==> config.mk <==
export PLATFORM = sky130hd
export DESIGN_NAME = mcdfs_ram
export DESIGN_NICKNAME = d
export VERILOG_FILES = /design/src/hw/rtl/mcdfs_ram.sv
export SDC_FILE = /design/constraint.sdc
export NUM_CORES = 2
export LEC_CHECK = 0
export BUFFER_PORTS_ARGS = -buffer_cell sky130_fd_sc_hd__buf_2
export CORE_UTILIZATION = 38
export CTS_BUF_LIST = sky130_fd_sc_hd__clkbuf_4 sky130_fd_sc_hd__clkbuf_8 sky130_fd_sc_hd__clkbuf_16
export CTS_CLUSTER_DIAMETER = 40
export DETAILED_ROUTE_END_ITERATION = 6
export PLACE_DENSITY = 0.55
export SLEW_MARGIN = 20
export SYNTH_ARGS = -nofsm -noshare
export SYNTH_HDL_FRONTEND = slang
export SYNTH_SLANG_ARGS = --single-unit
==> constraint.sdc <==
create_clock -name clk -period 2.59 [get_ports clk]
set_input_delay 0.259 -clock clk [delete_from_list [all_inputs] [get_ports clk]]
set_output_delay 0.259 -clock clk [all_outputs]
set_load 0.01 [all_outputs]
==> src/hw/rtl/mcdfs_ram.sv <==
// generic single-write, single-read ram with registered read data
module mcdfs_ram #(
  parameter int WIDTH = 8,
  parameter int DEPTH = 256
) (
  input  logic                     clk,
  input  logic                     we,
  input  logic [$clog2(DEPTH)-1:0] waddr,
  input  logic [WIDTH-1:0]         wdata,
  input  logic [$clog2(DEPTH)-1:0] raddr,
  output logic [WIDTH-1:0]         rdata
);

  logic [WIDTH-1:0] mem [DEPTH];

  always_ff @(posedge clk) begin
    if (we) begin
      mem[waddr] <= wdata;
    end
    rdata <= mem[raddr];
  end

endmodule

Word level (Yosys, flattened, before mapping)
Memories as Yosys holds them, arrays and structs flattened. A register that Yosys moved wholly into a read port is not among the register bits.
Index checks and enable logic that the tools add are counted.
- mux-type cells: 2
- operators by type and width (kind ; count):
    $mux W1 ; 2
- bits in registers: 0
- bits in writable memories: 2048
- bits of input ports: 26
- output and inout bits: 8
- memories: 1
- memories (name ; words ; width ; read ports ; clocked after Yosys merged registers in ; wr ports ; RTL line ; text):
    mem ; 256 ; 8 ; 1 ; 1 ; 1 ; 14 ; logic [WIDTH-1:0] mem [DEPTH];

Depth between registers and ports, before layout
- depth in word-level cells: 2
- gate-level depth with buffers: 11
- mapped depth without buffers: 6

Least setup slack after synthesis
OpenSTA, ideal clock, no wires.
- path type: input -> register
- start point: in raddr[0]
- end point: reg rdata[2] (read register of mem)
- setup time: 0.131 ns
- arrival: 2.066 ns
- slack: 0.393 ns
- stages: 9
- buffers on the path: 4
- path through: buf_6 buf_12 buf_8 buf_2 mux4_2 a22oi_1 a21oi_1 nor4_1 nor4_2
- RTL lines (what ; RTL line ; text):
    start, declared ; 10 ; input logic [$clog2(DEPTH)-1:0] raddr,
    end, declared ; 11 ; output logic [WIDTH-1:0] rdata

==> summary.txt <==
Drt
  • Vias per inst: 5.50
  • Iter 0 DRT Violations: 4619
  • TritonRoute pass-1 iters: 5
  • Antenna-violating nets left: 0
  • DRC viols: 0
  • Wire per inst: 28.9 um
  • Vias post-DR: 41600
  • Final Routed Wirelength: 218 mm

Setup path
  • Setup CP Type: reg2reg
  • Crit start category: register
  • CP max-delay cell: nor4_1
  • Req. time, crit path: 3.36 ns
  • Worst reg2reg startpoint: mem[77][2]
  • Max FO, Critical Path: 1
  • Largest stage delay, worst path: 0.49 ns
  • Data arrival, critical path: 3.24 ns
  • Kind of end point of the critical path: register
  • Worst Path Buf+Inv: 1
  • CP Depth: 7
  • CP top delay family: simple AND/OR/NAND/NOR gates
  • Cell breakdown of the critical path: mux4_2 -> nor2b_1 -> a211oi_1 -> nor2_1 -> nor4_1 -> buf_4 -> nor4_2
  • R2r setup slk: 0.12 ns
  • Worst-case reg-to-reg path depth: 7
  • Capture point of the worst reg-to-reg path: rdata[2]
  • Critical Path Sink: rdata[2]
  • Setup crit start: mem[77][2]

Power
  • Power per Cell Area: 821 mW/mm2
  • Comb pwr share: 4.9%
  • Switch Pwr: 17.7 mW
  • Net Sw Frac: 22.0%
  • Sequential share of power: 45.6%
  • Cell Int Power: 62.9 mW
  • Worst ir drop on vdd: 0.000745 V
  • Lkg Pwr: 32.1 nW
  • Clock Power Share: 49.5%

Worst hold path
  • Hold path cells: 3
  • Worst Hold Class: in2reg

Placement
  • Placer congestion estimate: 0.847
  • Area after DPL: 0.0881 mm2
  • Post-Place Cells: 7002
  • HPWL Detailed: 142 mm
  • Pre-CTS WS: -0.791 ns
  • Port Buffers: 33

Timing
  • Tcrit/Tclk final: 95.4%
  • Final hold vios: 0
  • Final worst slack: 0.119 ns
  • Slew @ Worst Pin: 0.934 ns
  • TNS Setup: 0 ns
  • Setup Skew: 0.0519 ns
  • Hold Slack: 0.0620 ns
  • Max Clk Rate: 405 MHz
  • Relative slew slack: 37.6%
  • Final setup fails: 0
  • Post-layout min period: 2.47 ns
  • Unrepaired setup endpoints after global routing: false
  • Max-slew violations: 0

Die
  • Die ar.: 0.211 mm2
  • Ports: 34
  • Die W: 460 um
  • Row count: 167
  • Core Region: 0.207 mm2
  • Die Y: 460 um
  • Starting Density: 38.3%

Run
  • Maximum Capacitance Violations: 0

CTS
  • CTS HTree Levels: 5
  • Reg clk slew, reported paths: 0.06 ns
  • CTS tree: done
  • Clk buf depth: 4
  • CTS sink cnt: 2056
  • Root buf cell: clkbuf_16
  • CTS buffer count: 304
  • Clk_lat worst skew: 0.92 ns

Layout
  • Final-stage net count: 4555
  • Layout cell share with drive strength beyond 1: 35.6%
  • Multi-input logic area: 0.0165 mm2
  • FF/Latch Area: 0.0617 mm2
  • Fillers: 17200
  • Design Area, Final: 0.0981 mm2
  • Layout area overhead: 23.3%
  • Final cell count without fillers: 7557

Synthesis
  • Syn avg cell area: 21.3 um2
  • Cell Area, Synth: 0.0796 mm2
  • Most used DFF post-synth: edfxtp_1
  • Synth top cells by count: edfxtp_1, mux4_2, nor2_1
  • Most common cell in the synthesized netlist: edfxtp_1
  • Yosys reg bits: 2056
  • Cells after Synth: 3733
  • Share of the synthesized area in the top cell type: 77.3%
  • Syn_nets: 3759
  • Yosys warns: 0
  • Post-synthesis sequential area ratio: 77.5%
  • Post-synth EDFFs: 2048
  • Synth area leader: edfxtp_1
  • Synth cell types: 55
  • Top cells by area, synth: edfxtp_1, mux4_2, mux2i_1, nor2_1, a22oi_1
  • Async SR Flop Fraction: 0%

Global route
  • Largest net degree at the start of global routing: 91
  • Initial antenna violation count: 22
  • GRT Total Usage: 20.7%
  • Total gr overflow: 0
  • Wire length of the first global-routing pass: 311 mm
  • Vias in the first global route: 42300

Outcome
  • Status: finished, final reports clean
-- area by class of cell --
cell class / instances / share of cell area, %
flip-flops and latches: 2056 / 62.8
multi-input cells: 1442 / 16.8
clock buffers: 334 / 8.05
repair buffers: 723 / 6.65
well taps: 2788 / 3.56
clock inverters: 198 / 2.03
diodes: 14 / 0.0357
inverters: 2 / 0.00765
-- worst min-delay path: cells and delay by family --
family / cells / cell delay, ns
buffers and inverters: 1 / 0.17
and+or+nand+nor: 2 / 0.34
-- per-layer routing --
metal	vias up	track usage, %	routed length [um]
met3	376	5.35	18100
met4	6	8.47	7880
met1	22100	28.5	91400
met2	1688	31.3	101000
li1	17400	-	-
met5	-	0	33
-- registers in the layout, summed over array words and instances, names as in the netlist --
name / count
mem: 2048
rdata: 8
-- power by group through the flow --
stage	sequential [mW]	combinational, mW	clock [mW]
finish	36.8	3.93	39.9
global placement	37.5	3.90	0
CTS	36.8	3.96	40.5
global route	36.8	4.14	41.9
floorplan	37.4	1.78	0
detailed placement	37.5	3.93	0
-- worst min-delay path by stage --
stage / from / endpoint / slack [ns]
5_1_grt: waddr[3] / mem[205][3] / 0.05
6_report: waddr[3] / mem[206][3] / 0.06
4_1_cts: waddr[3] / mem[206][3] / 0.001
3_3_place_gp: wdata[7] / mem[40][7] / 0.65
3_5_place_dp: wdata[7] / mem[41][7] / 0.65
2_1_floorplan: wdata[0] / mem[0][0] / 0.36
-- logic make-up after synthesis --
logic type / Yosys count / synth area share, %
AO/OA/AOI/OAI: 385 / 3.42
buffers and inverters: 235 / 1.83
flip-flops: 2056 / 77.5
multiplexers: 591 / 14.6
AND/OR/NAND/NOR: 466 / 2.63
-- per-stage QoR --
step | utilization [%] | power (mW)
after floorplan | - | 39.2
after global placement | 42.5 | 41.4
after detailed placement | 42.5 | 41.4
after CTS | 47.3 | 81.3
after global routing | 47.3 | 82.8
final | 47.3 | 80.6
-- cell usage in the layout (no fill, tap or decap), types with 9 or more instances in the layout --
master	n
edfxtp_1	2048
buf_4	599
mux4_2	454
clkbuf_16	308
nor2_1	279
mux2i_1	134
a22oi_1	133
a21oi_1	96
buf_12	84
o221ai_1	46
inv_6	43
clkinv_1	34
clkinv_4	34
nand2_1	33
nand3_1	31
o22ai_1	28
nor2b_1	28
clkinvlp_4	27
clkbuf_4	26
clkinv_2	25
bufinv_16	23
nor3_1	22
nor4_1	22
buf_2	21
a211oi_1	16
diode_2	14
a221oi_1	13
nand4_1	10
o211ai_1	10
o21ai_0	10
buf_8	10
dlygate4sd3_1	9
-- timing repair --
| item | CTS | global route |
|---|---|---|
| gates resized for setup | 2 | 0 |
| setup endpoints to repair | 2 | 0 |
| hold buffers | 9 | 0 |
| endpoints found under the hold margin | 619 | 0 |
| buffers inserted | 0 | 0 |
Note: power is estimated with default switching activity, not from simulation.
