==> src/hw/rtl/mcdfs_pkg.sv <==
// shared types and constants for the depth-first maze carver
package mcdfs_pkg;

  // config port
  localparam int CFG_IDX_W  = 2;
  localparam int CFG_DATA_W = 7;
  localparam int GRID_W     = 7;
  localparam int START_W    = 6;

  localparam logic [CFG_IDX_W-1:0] CFG_GRID_WIDTH  = 2'd0;
  localparam logic [CFG_IDX_W-1:0] CFG_GRID_HEIGHT = 2'd1;
  localparam logic [CFG_IDX_W-1:0] CFG_START_X     = 2'd2;
  localparam logic [CFG_IDX_W-1:0] CFG_START_Y     = 2'd3;

  localparam logic [GRID_W-1:0] GRID_RESET = 7'd64;

  // result field widths
  localparam int EVENT_W = 3;
  localparam int COORD_W = 6;
  localparam int DEPTH_W = 13;

  // operations
  localparam logic OP_RESTART = 1'b0;
  localparam logic OP_STEP    = 1'b1;

  // result events
  localparam logic [EVENT_W-1:0] EV_CARVED  = 3'd0;
  localparam logic [EVENT_W-1:0] EV_BACK    = 3'd1;
  localparam logic [EVENT_W-1:0] EV_DONE    = 3'd2;
  localparam logic [EVENT_W-1:0] EV_RESTART = 3'd3;
  localparam logic [EVENT_W-1:0] EV_ERROR   = 3'd4;

  // directions
  localparam logic [1:0] DIR_UP    = 2'd0;
  localparam logic [1:0] DIR_RIGHT = 2'd1;
  localparam logic [1:0] DIR_DOWN  = 2'd2;
  localparam logic [1:0] DIR_LEFT  = 2'd3;

  // cell map entry: visited flag over four wall bits
  localparam int         CELL_W    = 5;
  localparam int         VIS_BIT   = 4;
  localparam logic [3:0] WALLS_ALL = 4'hF;

  typedef logic [3:0][1:0] dir_order_t;

  typedef struct packed {
    logic       operation;
    logic [1:0] draw_first;
    logic [1:0] draw_second;
    logic       draw_third;
  } in_item_t;

  typedef struct packed {
    logic [EVENT_W-1:0] event_res;
    logic [COORD_W-1:0] cell_x;
    logic [COORD_W-1:0] cell_y;
    logic [1:0]         direction;
    logic [DEPTH_W-1:0] depth;
  } out_item_t;

endpackage

==> src/hw/rtl/mcdfs_nbr.sv <==
// neighbor unit: bounds test and coordinates of the neighbor in one direction
module mcdfs_nbr
  import mcdfs_pkg::*;
#(
  parameter int XW  = 6,
  parameter int YW  = 6,
  parameter int XCW = 7,
  parameter int YCW = 7
) (
  input  logic [XW-1:0]  cur_x,
  input  logic [YW-1:0]  cur_y,
  input  logic [1:0]     dir,
  input  logic [XCW-1:0] used_w,
  input  logic [YCW-1:0] used_h,
  output logic           ok,
  output logic [XW-1:0]  nbr_x,
  output logic [YW-1:0]  nbr_y
);

  always_comb begin
    nbr_x = cur_x;
    nbr_y = cur_y;
    ok    = 1'b0;
    unique case (dir)
      DIR_UP: begin
        ok    = (cur_y != '0);
        nbr_y = cur_y - 1'b1;
      end
      DIR_RIGHT: begin
        ok    = ((XCW'(cur_x) + XCW'(1)) < used_w);
        nbr_x = cur_x + 1'b1;
      end
      DIR_DOWN: begin
        ok    = ((YCW'(cur_y) + YCW'(1)) < used_h);
        nbr_y = cur_y + 1'b1;
      end
      DIR_LEFT: begin
        ok    = (cur_x != '0);
        nbr_x = cur_x - 1'b1;
      end
      default: begin
        ok = 1'b0;
      end
    endcase
  end

endmodule
==> config.mk <==
export PLATFORM = sky130hd
export DESIGN_NAME = mcdfs_nbr
export DESIGN_NICKNAME = d
export VERILOG_FILES = /design/src/hw/rtl/mcdfs_pkg.sv /design/src/hw/rtl/mcdfs_nbr.sv
export SDC_FILE = /design/constraint.sdc
export NUM_CORES = 1
export LEC_CHECK = 0
export ABC_AREA = 1
export BUFFER_PORTS_ARGS = -buffer_cell sky130_fd_sc_hd__clkbuf_2
export CAP_MARGIN = 40
export CELL_PAD_IN_SITES_DETAIL_PLACEMENT = 0
export CELL_PAD_IN_SITES_GLOBAL_PLACEMENT = 1
export CORE_MARGIN = 2
export CORE_UTILIZATION = 38
export DETAILED_ROUTE_END_ITERATION = 16
export GPL_TIMING_DRIVEN = 0
export PLACE_DENSITY_LB_ADDON = 0.2
export SKIP_LAST_GASP = 1
export SYNTH_ARGS = -nofsm -noshare
export SYNTH_HDL_FRONTEND = slang
export SYNTH_SLANG_ARGS = --single-unit
==> constraint.sdc <==
create_clock -name vclk -period 2.2
set_input_delay 0 -clock vclk [all_inputs]
set_output_delay 0 -clock vclk [all_outputs]
set_load 0.05 [all_outputs]
## After elaboration in Yosys (flattened, before gate mapping)

Cells that the tools add are included.

| storage, ports and cells | value |
|---|---|
| input port bits | 28 |
| register bits after elaboration | 0 |

| cells by class | value |
|---|---|
| reductions and logical operators | 3 |
| $add $sub $neg | 6 |
| muxes and demuxes | 3 |
| magnitude comparators | 2 |
| equality and inequality tests | 3 |

Operators by type and width:

| kind | number |
|---|---|
| $pmux 6 s2 | 2 |
| $add 6x1->7 const B | 2 |
| $lt 7x7->1 | 2 |
| $add 6x1->6 const B | 2 |
| $reduce_bool 6->1 | 2 |
| $sub 6x1->6 const B | 2 |
| $eq 2x2->1 const B | 2 |
| $pmux 1 s4 | 1 |
| $eq 2x1->1 const B | 1 |
| $logic_not 2->1 | 1 |

## Longest topological paths before layout

| depth | value |
|---|---|
| depth in word-level cells | 3 |
| depth in mapped cells | 11 |
| depth with buffers taken out | 11 |

## Worst setup path after synthesis

No wires, ideal clock.

| timing | value |
|---|---|
| kind | input-to-output |
| start point | input dir[0] |
| end point | output nbr_y[2] |
| stages on the path | 6 |
| arrival | 1,764 ps |
| data required time | 2,200 ps |
| path buffers | 0 |
| setup slack | 436 ps |
| path through | inv_2 > nand2_2 > fa_1 > nand2_1 > nand2_1 > o21ai_0 |

| on the way | value |
|---|---|
| word-level cells in the longest chain between the ends | 2 |
| elaborated cells on any way between the ends | 3 |
| classes of those cells | 1 x eq/ne; 1 x mux; 1 x reduce/logical |

Ends and longest elaborated chain:

| item | RTL line | RTL |
|---|---|---|
| start: declaration | mcdfs_nbr.sv:12 | `input logic [1:0] dir,` |
| $eq 2x2->1 or $logic_not 2->1 (tied branches) | mcdfs_nbr.sv:24 | `unique case (dir)` |
| $pmux 6 s2 (*) | mcdfs_nbr.sv:24 |  |
| end: declaration | mcdfs_nbr.sv:17 | `output logic [YW-1:0] nbr_y` |

Every way passes the cells marked *; elsewhere a longest branch is shown, timed or not.

## Final worst setup path

| timing | value |
|---|---|
| start point | input cur_y[0] |
| end point | output ok |

| on the way | value |
|---|---|
| word-level cells in the longest chain between the ends | 3 |
| elaborated cells on any way between the ends | 4 |
| classes of those cells | 1 x add/sub; 1 x order compare; 1 x mux; 1 x reduce/logical |

Ends and longest elaborated chain:

| item | RTL line | RTL |
|---|---|---|
| start: declaration | mcdfs_nbr.sv:11 | `input logic [YW-1:0] cur_y,` |
| $add 6x1->7 | mcdfs_nbr.sv:34 | `ok = ((YCW'(cur_y) + YCW'(1)) < used_h);` |
| $lt 7x7->1 | mcdfs_nbr.sv:34 |  |
| $pmux 1 s4 (*) | mcdfs_nbr.sv:24 |  |
| end: declaration | mcdfs_nbr.sv:15 | `output logic ok,` |

Marks and branches as above.

==> out/summary.json <==
{
  "power_and_ir_drop": {
    "worst_vdd_rail_ir_drop_v": 0.000118,
    "seqPwrFrac_pct": 0,
    "p_switching_uw": 258,
    "logic_pwr_share_pct": 100.0,
    "switching_part_of_the_total_power_pct": 67.1,
    "intPower_uw": 126,
    "clock_power_share_pct": 0,
    "power.leakage_uw": 0.000920,
    "power_dens_cells_nw_per_um2": 272
  },
  "global_routing": {
    "grt_antenna_before_repair": 0,
    "grt_first_pass_wirelength_mm": 4.41,
    "grtUsageTotal_pct": 15.4,
    "grt_start_max_net_pins": 11,
    "first_global_vias": 1033,
    "globalRouteOverflowTotal": 0
  },
  "route": {
    "detail_route.wirelength_mm": 2.60,
    "post_drt_via_cell_ratio": 4.51,
    "detail_route.iter0.violations": 30,
    "wl_per_cell_um": 9.23,
    "drt_pre_antenna_iters": 4,
    "drt_drc_violations_left": 0,
    "ant_nets": 0,
    "vias": 1266
  },
  "cells_and_area": {
    "multi_input_comb_area_um2": 990,
    "layout.cell_area.non_filler_um2": 1410,
    "antenna_diodes": 0,
    "post_route_cells_drive_above_1_share_pct": 21.8,
    "numSequentialCells": 0,
    "ff_latch_area_um2": 0,
    "flow.area_growth_from_synthesis_pct": 21.1,
    "design.final.nets": 304,
    "final_core_utilization_pct": 47.5,
    "clkbuf_count": 0,
    "filler_cell_count": 345,
    "layoutNonFillerInstCount": 281
  },
  "sta": {
    "totalNegativeSetupSlack_ns": 0,
    "setup_slack_ns": 0.490,
    "drv_slew": 0,
    "count_of_final_hold_check_violations": 0,
    "final.min_clock_period_ns": 1.71,
    "rsz0062_at_grt": "no",
    "slew_headroom_pct": 79.9,
    "layout_worst_path_cycle_share_pct": 77.7,
    "final-setup-viol-count": 0,
    "maximum_achievable_frequency_mhz": 585,
    "max_slew.worst_pin.slew_ns": 0.301
  },
  "synthesis": {
    "synth_simple_gate_area_share_pct": 41.1,
    "synth-xor-area-share_pct": 7.50,
    "post_synth_mux_area_share_pct": 0,
    "synth_area_leaders": "sky130_fd_sc_hd__ha_1 (26%), sky130_fd_sc_hd__nand2_1 (20%), sky130_fd_sc_hd__inv_1 (13%), sky130_fd_sc_hd__nand3_1 (7.7%), sky130_fd_sc_hd__xor2_1 (6.8%)",
    "avgSynthCellArea_um2": 5.64,
    "yosys_warnings": 0,
    "yosysTopAreaCell": "sky130_fd_sc_hd__ha_1",
    "synth-compound-area-share_pct": 7.07,
    "synth.cells.most_frequent": "sky130_fd_sc_hd__nand2_1 (61), sky130_fd_sc_hd__inv_1 (39), sky130_fd_sc_hd__ha_1 (24)",
    "mappedNetlistNets": 261,
    "synth_cell_types": 21,
    "area_fraction_of_the_dominant_cell_type_after_synthesis_pct": 25.7,
    "post_synth_inst_count": 207,
    "yosys.area_share.adder_pct": 29.2,
    "syn_area_um2": 1170,
    "largest_family_of_logic_cells_by_synthesized_area": "simple AND/OR/NAND/NOR gates",
    "most_frequent_cell_after_synthesis": "sky130_fd_sc_hd__nand2_1",
    "seq_area_frac_synth_pct": 0
  },
  "floorplanning": {
    "floorplan.rows": 20,
    "initial_utilization_pct": 39.2,
    "floorplan.core_area_um2": 2980,
    "die_area_um2": 3530,
    "die_x_um": 59.4,
    "io_pins": 41,
    "floorplan.die.height_um": 59.4
  },
  "run_status": {
    "status": "finished clean"
  },
  "critical_path": {
    "worstPathMaxFanout": 8,
    "critPathRequiredTime_ns": 2.20,
    "critical_path.endpoint_type": "output port",
    "cp.arrival_ns": 1.71,
    "timing_worst_setup_path_type": "primary input to output port",
    "start_kind": "primary input"
  },
  "place": {
    "io_buffer_count": 41,
    "post-place-cells": 281,
    "dp.final_hpwl_mm": 2.27,
    "gpl.final_weighted_congestion": 0.782,
    "placement_stage_cell_area_um2": 1410,
    "pre_cts_ws_ns": 0.464
  },
  "flow_run": {
    "max_cap_viol_count": 0
  },
  "worst_hold_path": {
    "holdPathStages": 3,
    "min_delay_worst_endpoint": "nbr_x[0]",
    "worstHoldStart": "cur_x[0]",
    "holdCritPathClass": "primary input to output port"
  },
  "clock_network": {
    "cts_setup_buffers": 0,
    "cts-hold-fix-buffers": 0,
    "cts_resized": 0
  }
}
==> worst max-delay path by stage <==
stage | start | slack (ns) | cells after the start | endpoint
global route | cur_x[0] | 0.29 | 11 | ok
floorplan | dir[0] | 0.44 | 6 | nbr_y[2]
global placement | cur_y[0] | 0.44 | 11 | ok
CTS | cur_x[0] | 0.45 | 11 | ok
detailed placement | cur_x[0] | 0.46 | 11 | ok
finish | cur_y[0] | 0.49 | 11 | ok
==> placed cells by master (no fill, tap or decap), drive strengths merged <==
cell type  count
inv           44
nand3         19
xor2           9
nand3b         1
nor3b          2
ha            24
and2           1
xnor2          1
o21ai          6
clkbuf        42
fa             2
nor2          19
o22ai          2
nand4          2
a21oi          8
nand2         65
buf            1
==> metrics by stage <==
step	hold slack, ns	power [uW]
6_report	0.455	384
5_1_grt	0.496	436
4_1_cts	0.460	388
3_5_place_dp	0.460	387
3_3_place_gp	0.465	387
2_1_floorplan	0.267	286
==> metal layers <==
metal | vias up | global-route usage, % | part of all wire (%)
met3 | 0 | 0 | 2.5
met1 | 513 | 24.9 | 54
met4 | 0 | 0 | 0
li1 | 733 | - | -
met2 | 20 | 24.0 | 43
met5 | - | 0 | 0
==> layout make-up <==
| cell class | instances | share of cell area [%] |
|---|---|---|
| Timing Repair Buffer | 41 | 14.5 |
| Tap cell | 33 | 2.92 |
| Multi-Input combinational cell | 161 | 70.0 |
| Buffer | 2 | 0.885 |
| Inverter | 44 | 11.7 |
==> power by group through the flow <==
| stage | Sequential (uW) | Clock, uW | Combinational, uW |
|---|---|---|---|
| detailed placement | 0 | 0 | 387 |
| global placement | 0 | 0 | 387 |
| global route | 0 | 0 | 436 |
| finish | 0 | 0 | 384 |
| CTS | 0 | 0 | 388 |
| floorplan | 0 | 0 | 286 |
==> cells by family (layout without fill, tap and decap cells) <==
kind of cell    Yosys count  after routing
buf+inv                  46             87
simple gates            109            109
xor+xnor                 10             10
compound gates           16             16
fa+ha+maj                26             26
==> worst max-delay path, stage by stage <==
cell and delay, ns:
sky130_fd_sc_hd__clkbuf_2 0.19, sky130_fd_sc_hd__ha_1 0.21, sky130_fd_sc_hd__nand3_1 0.12, sky130_fd_sc_hd__nor3b_1 0.24, sky130_fd_sc_hd__ha_1 0.30, sky130_fd_sc_hd__nand2_1 0.09
sky130_fd_sc_hd__nor2_1 0.04, sky130_fd_sc_hd__nor2_1 0.09, sky130_fd_sc_hd__nand3_1 0.07, sky130_fd_sc_hd__nand4_1 0.08, sky130_fd_sc_hd__clkbuf_2 0.28
(Power assumes the default switching activity.)
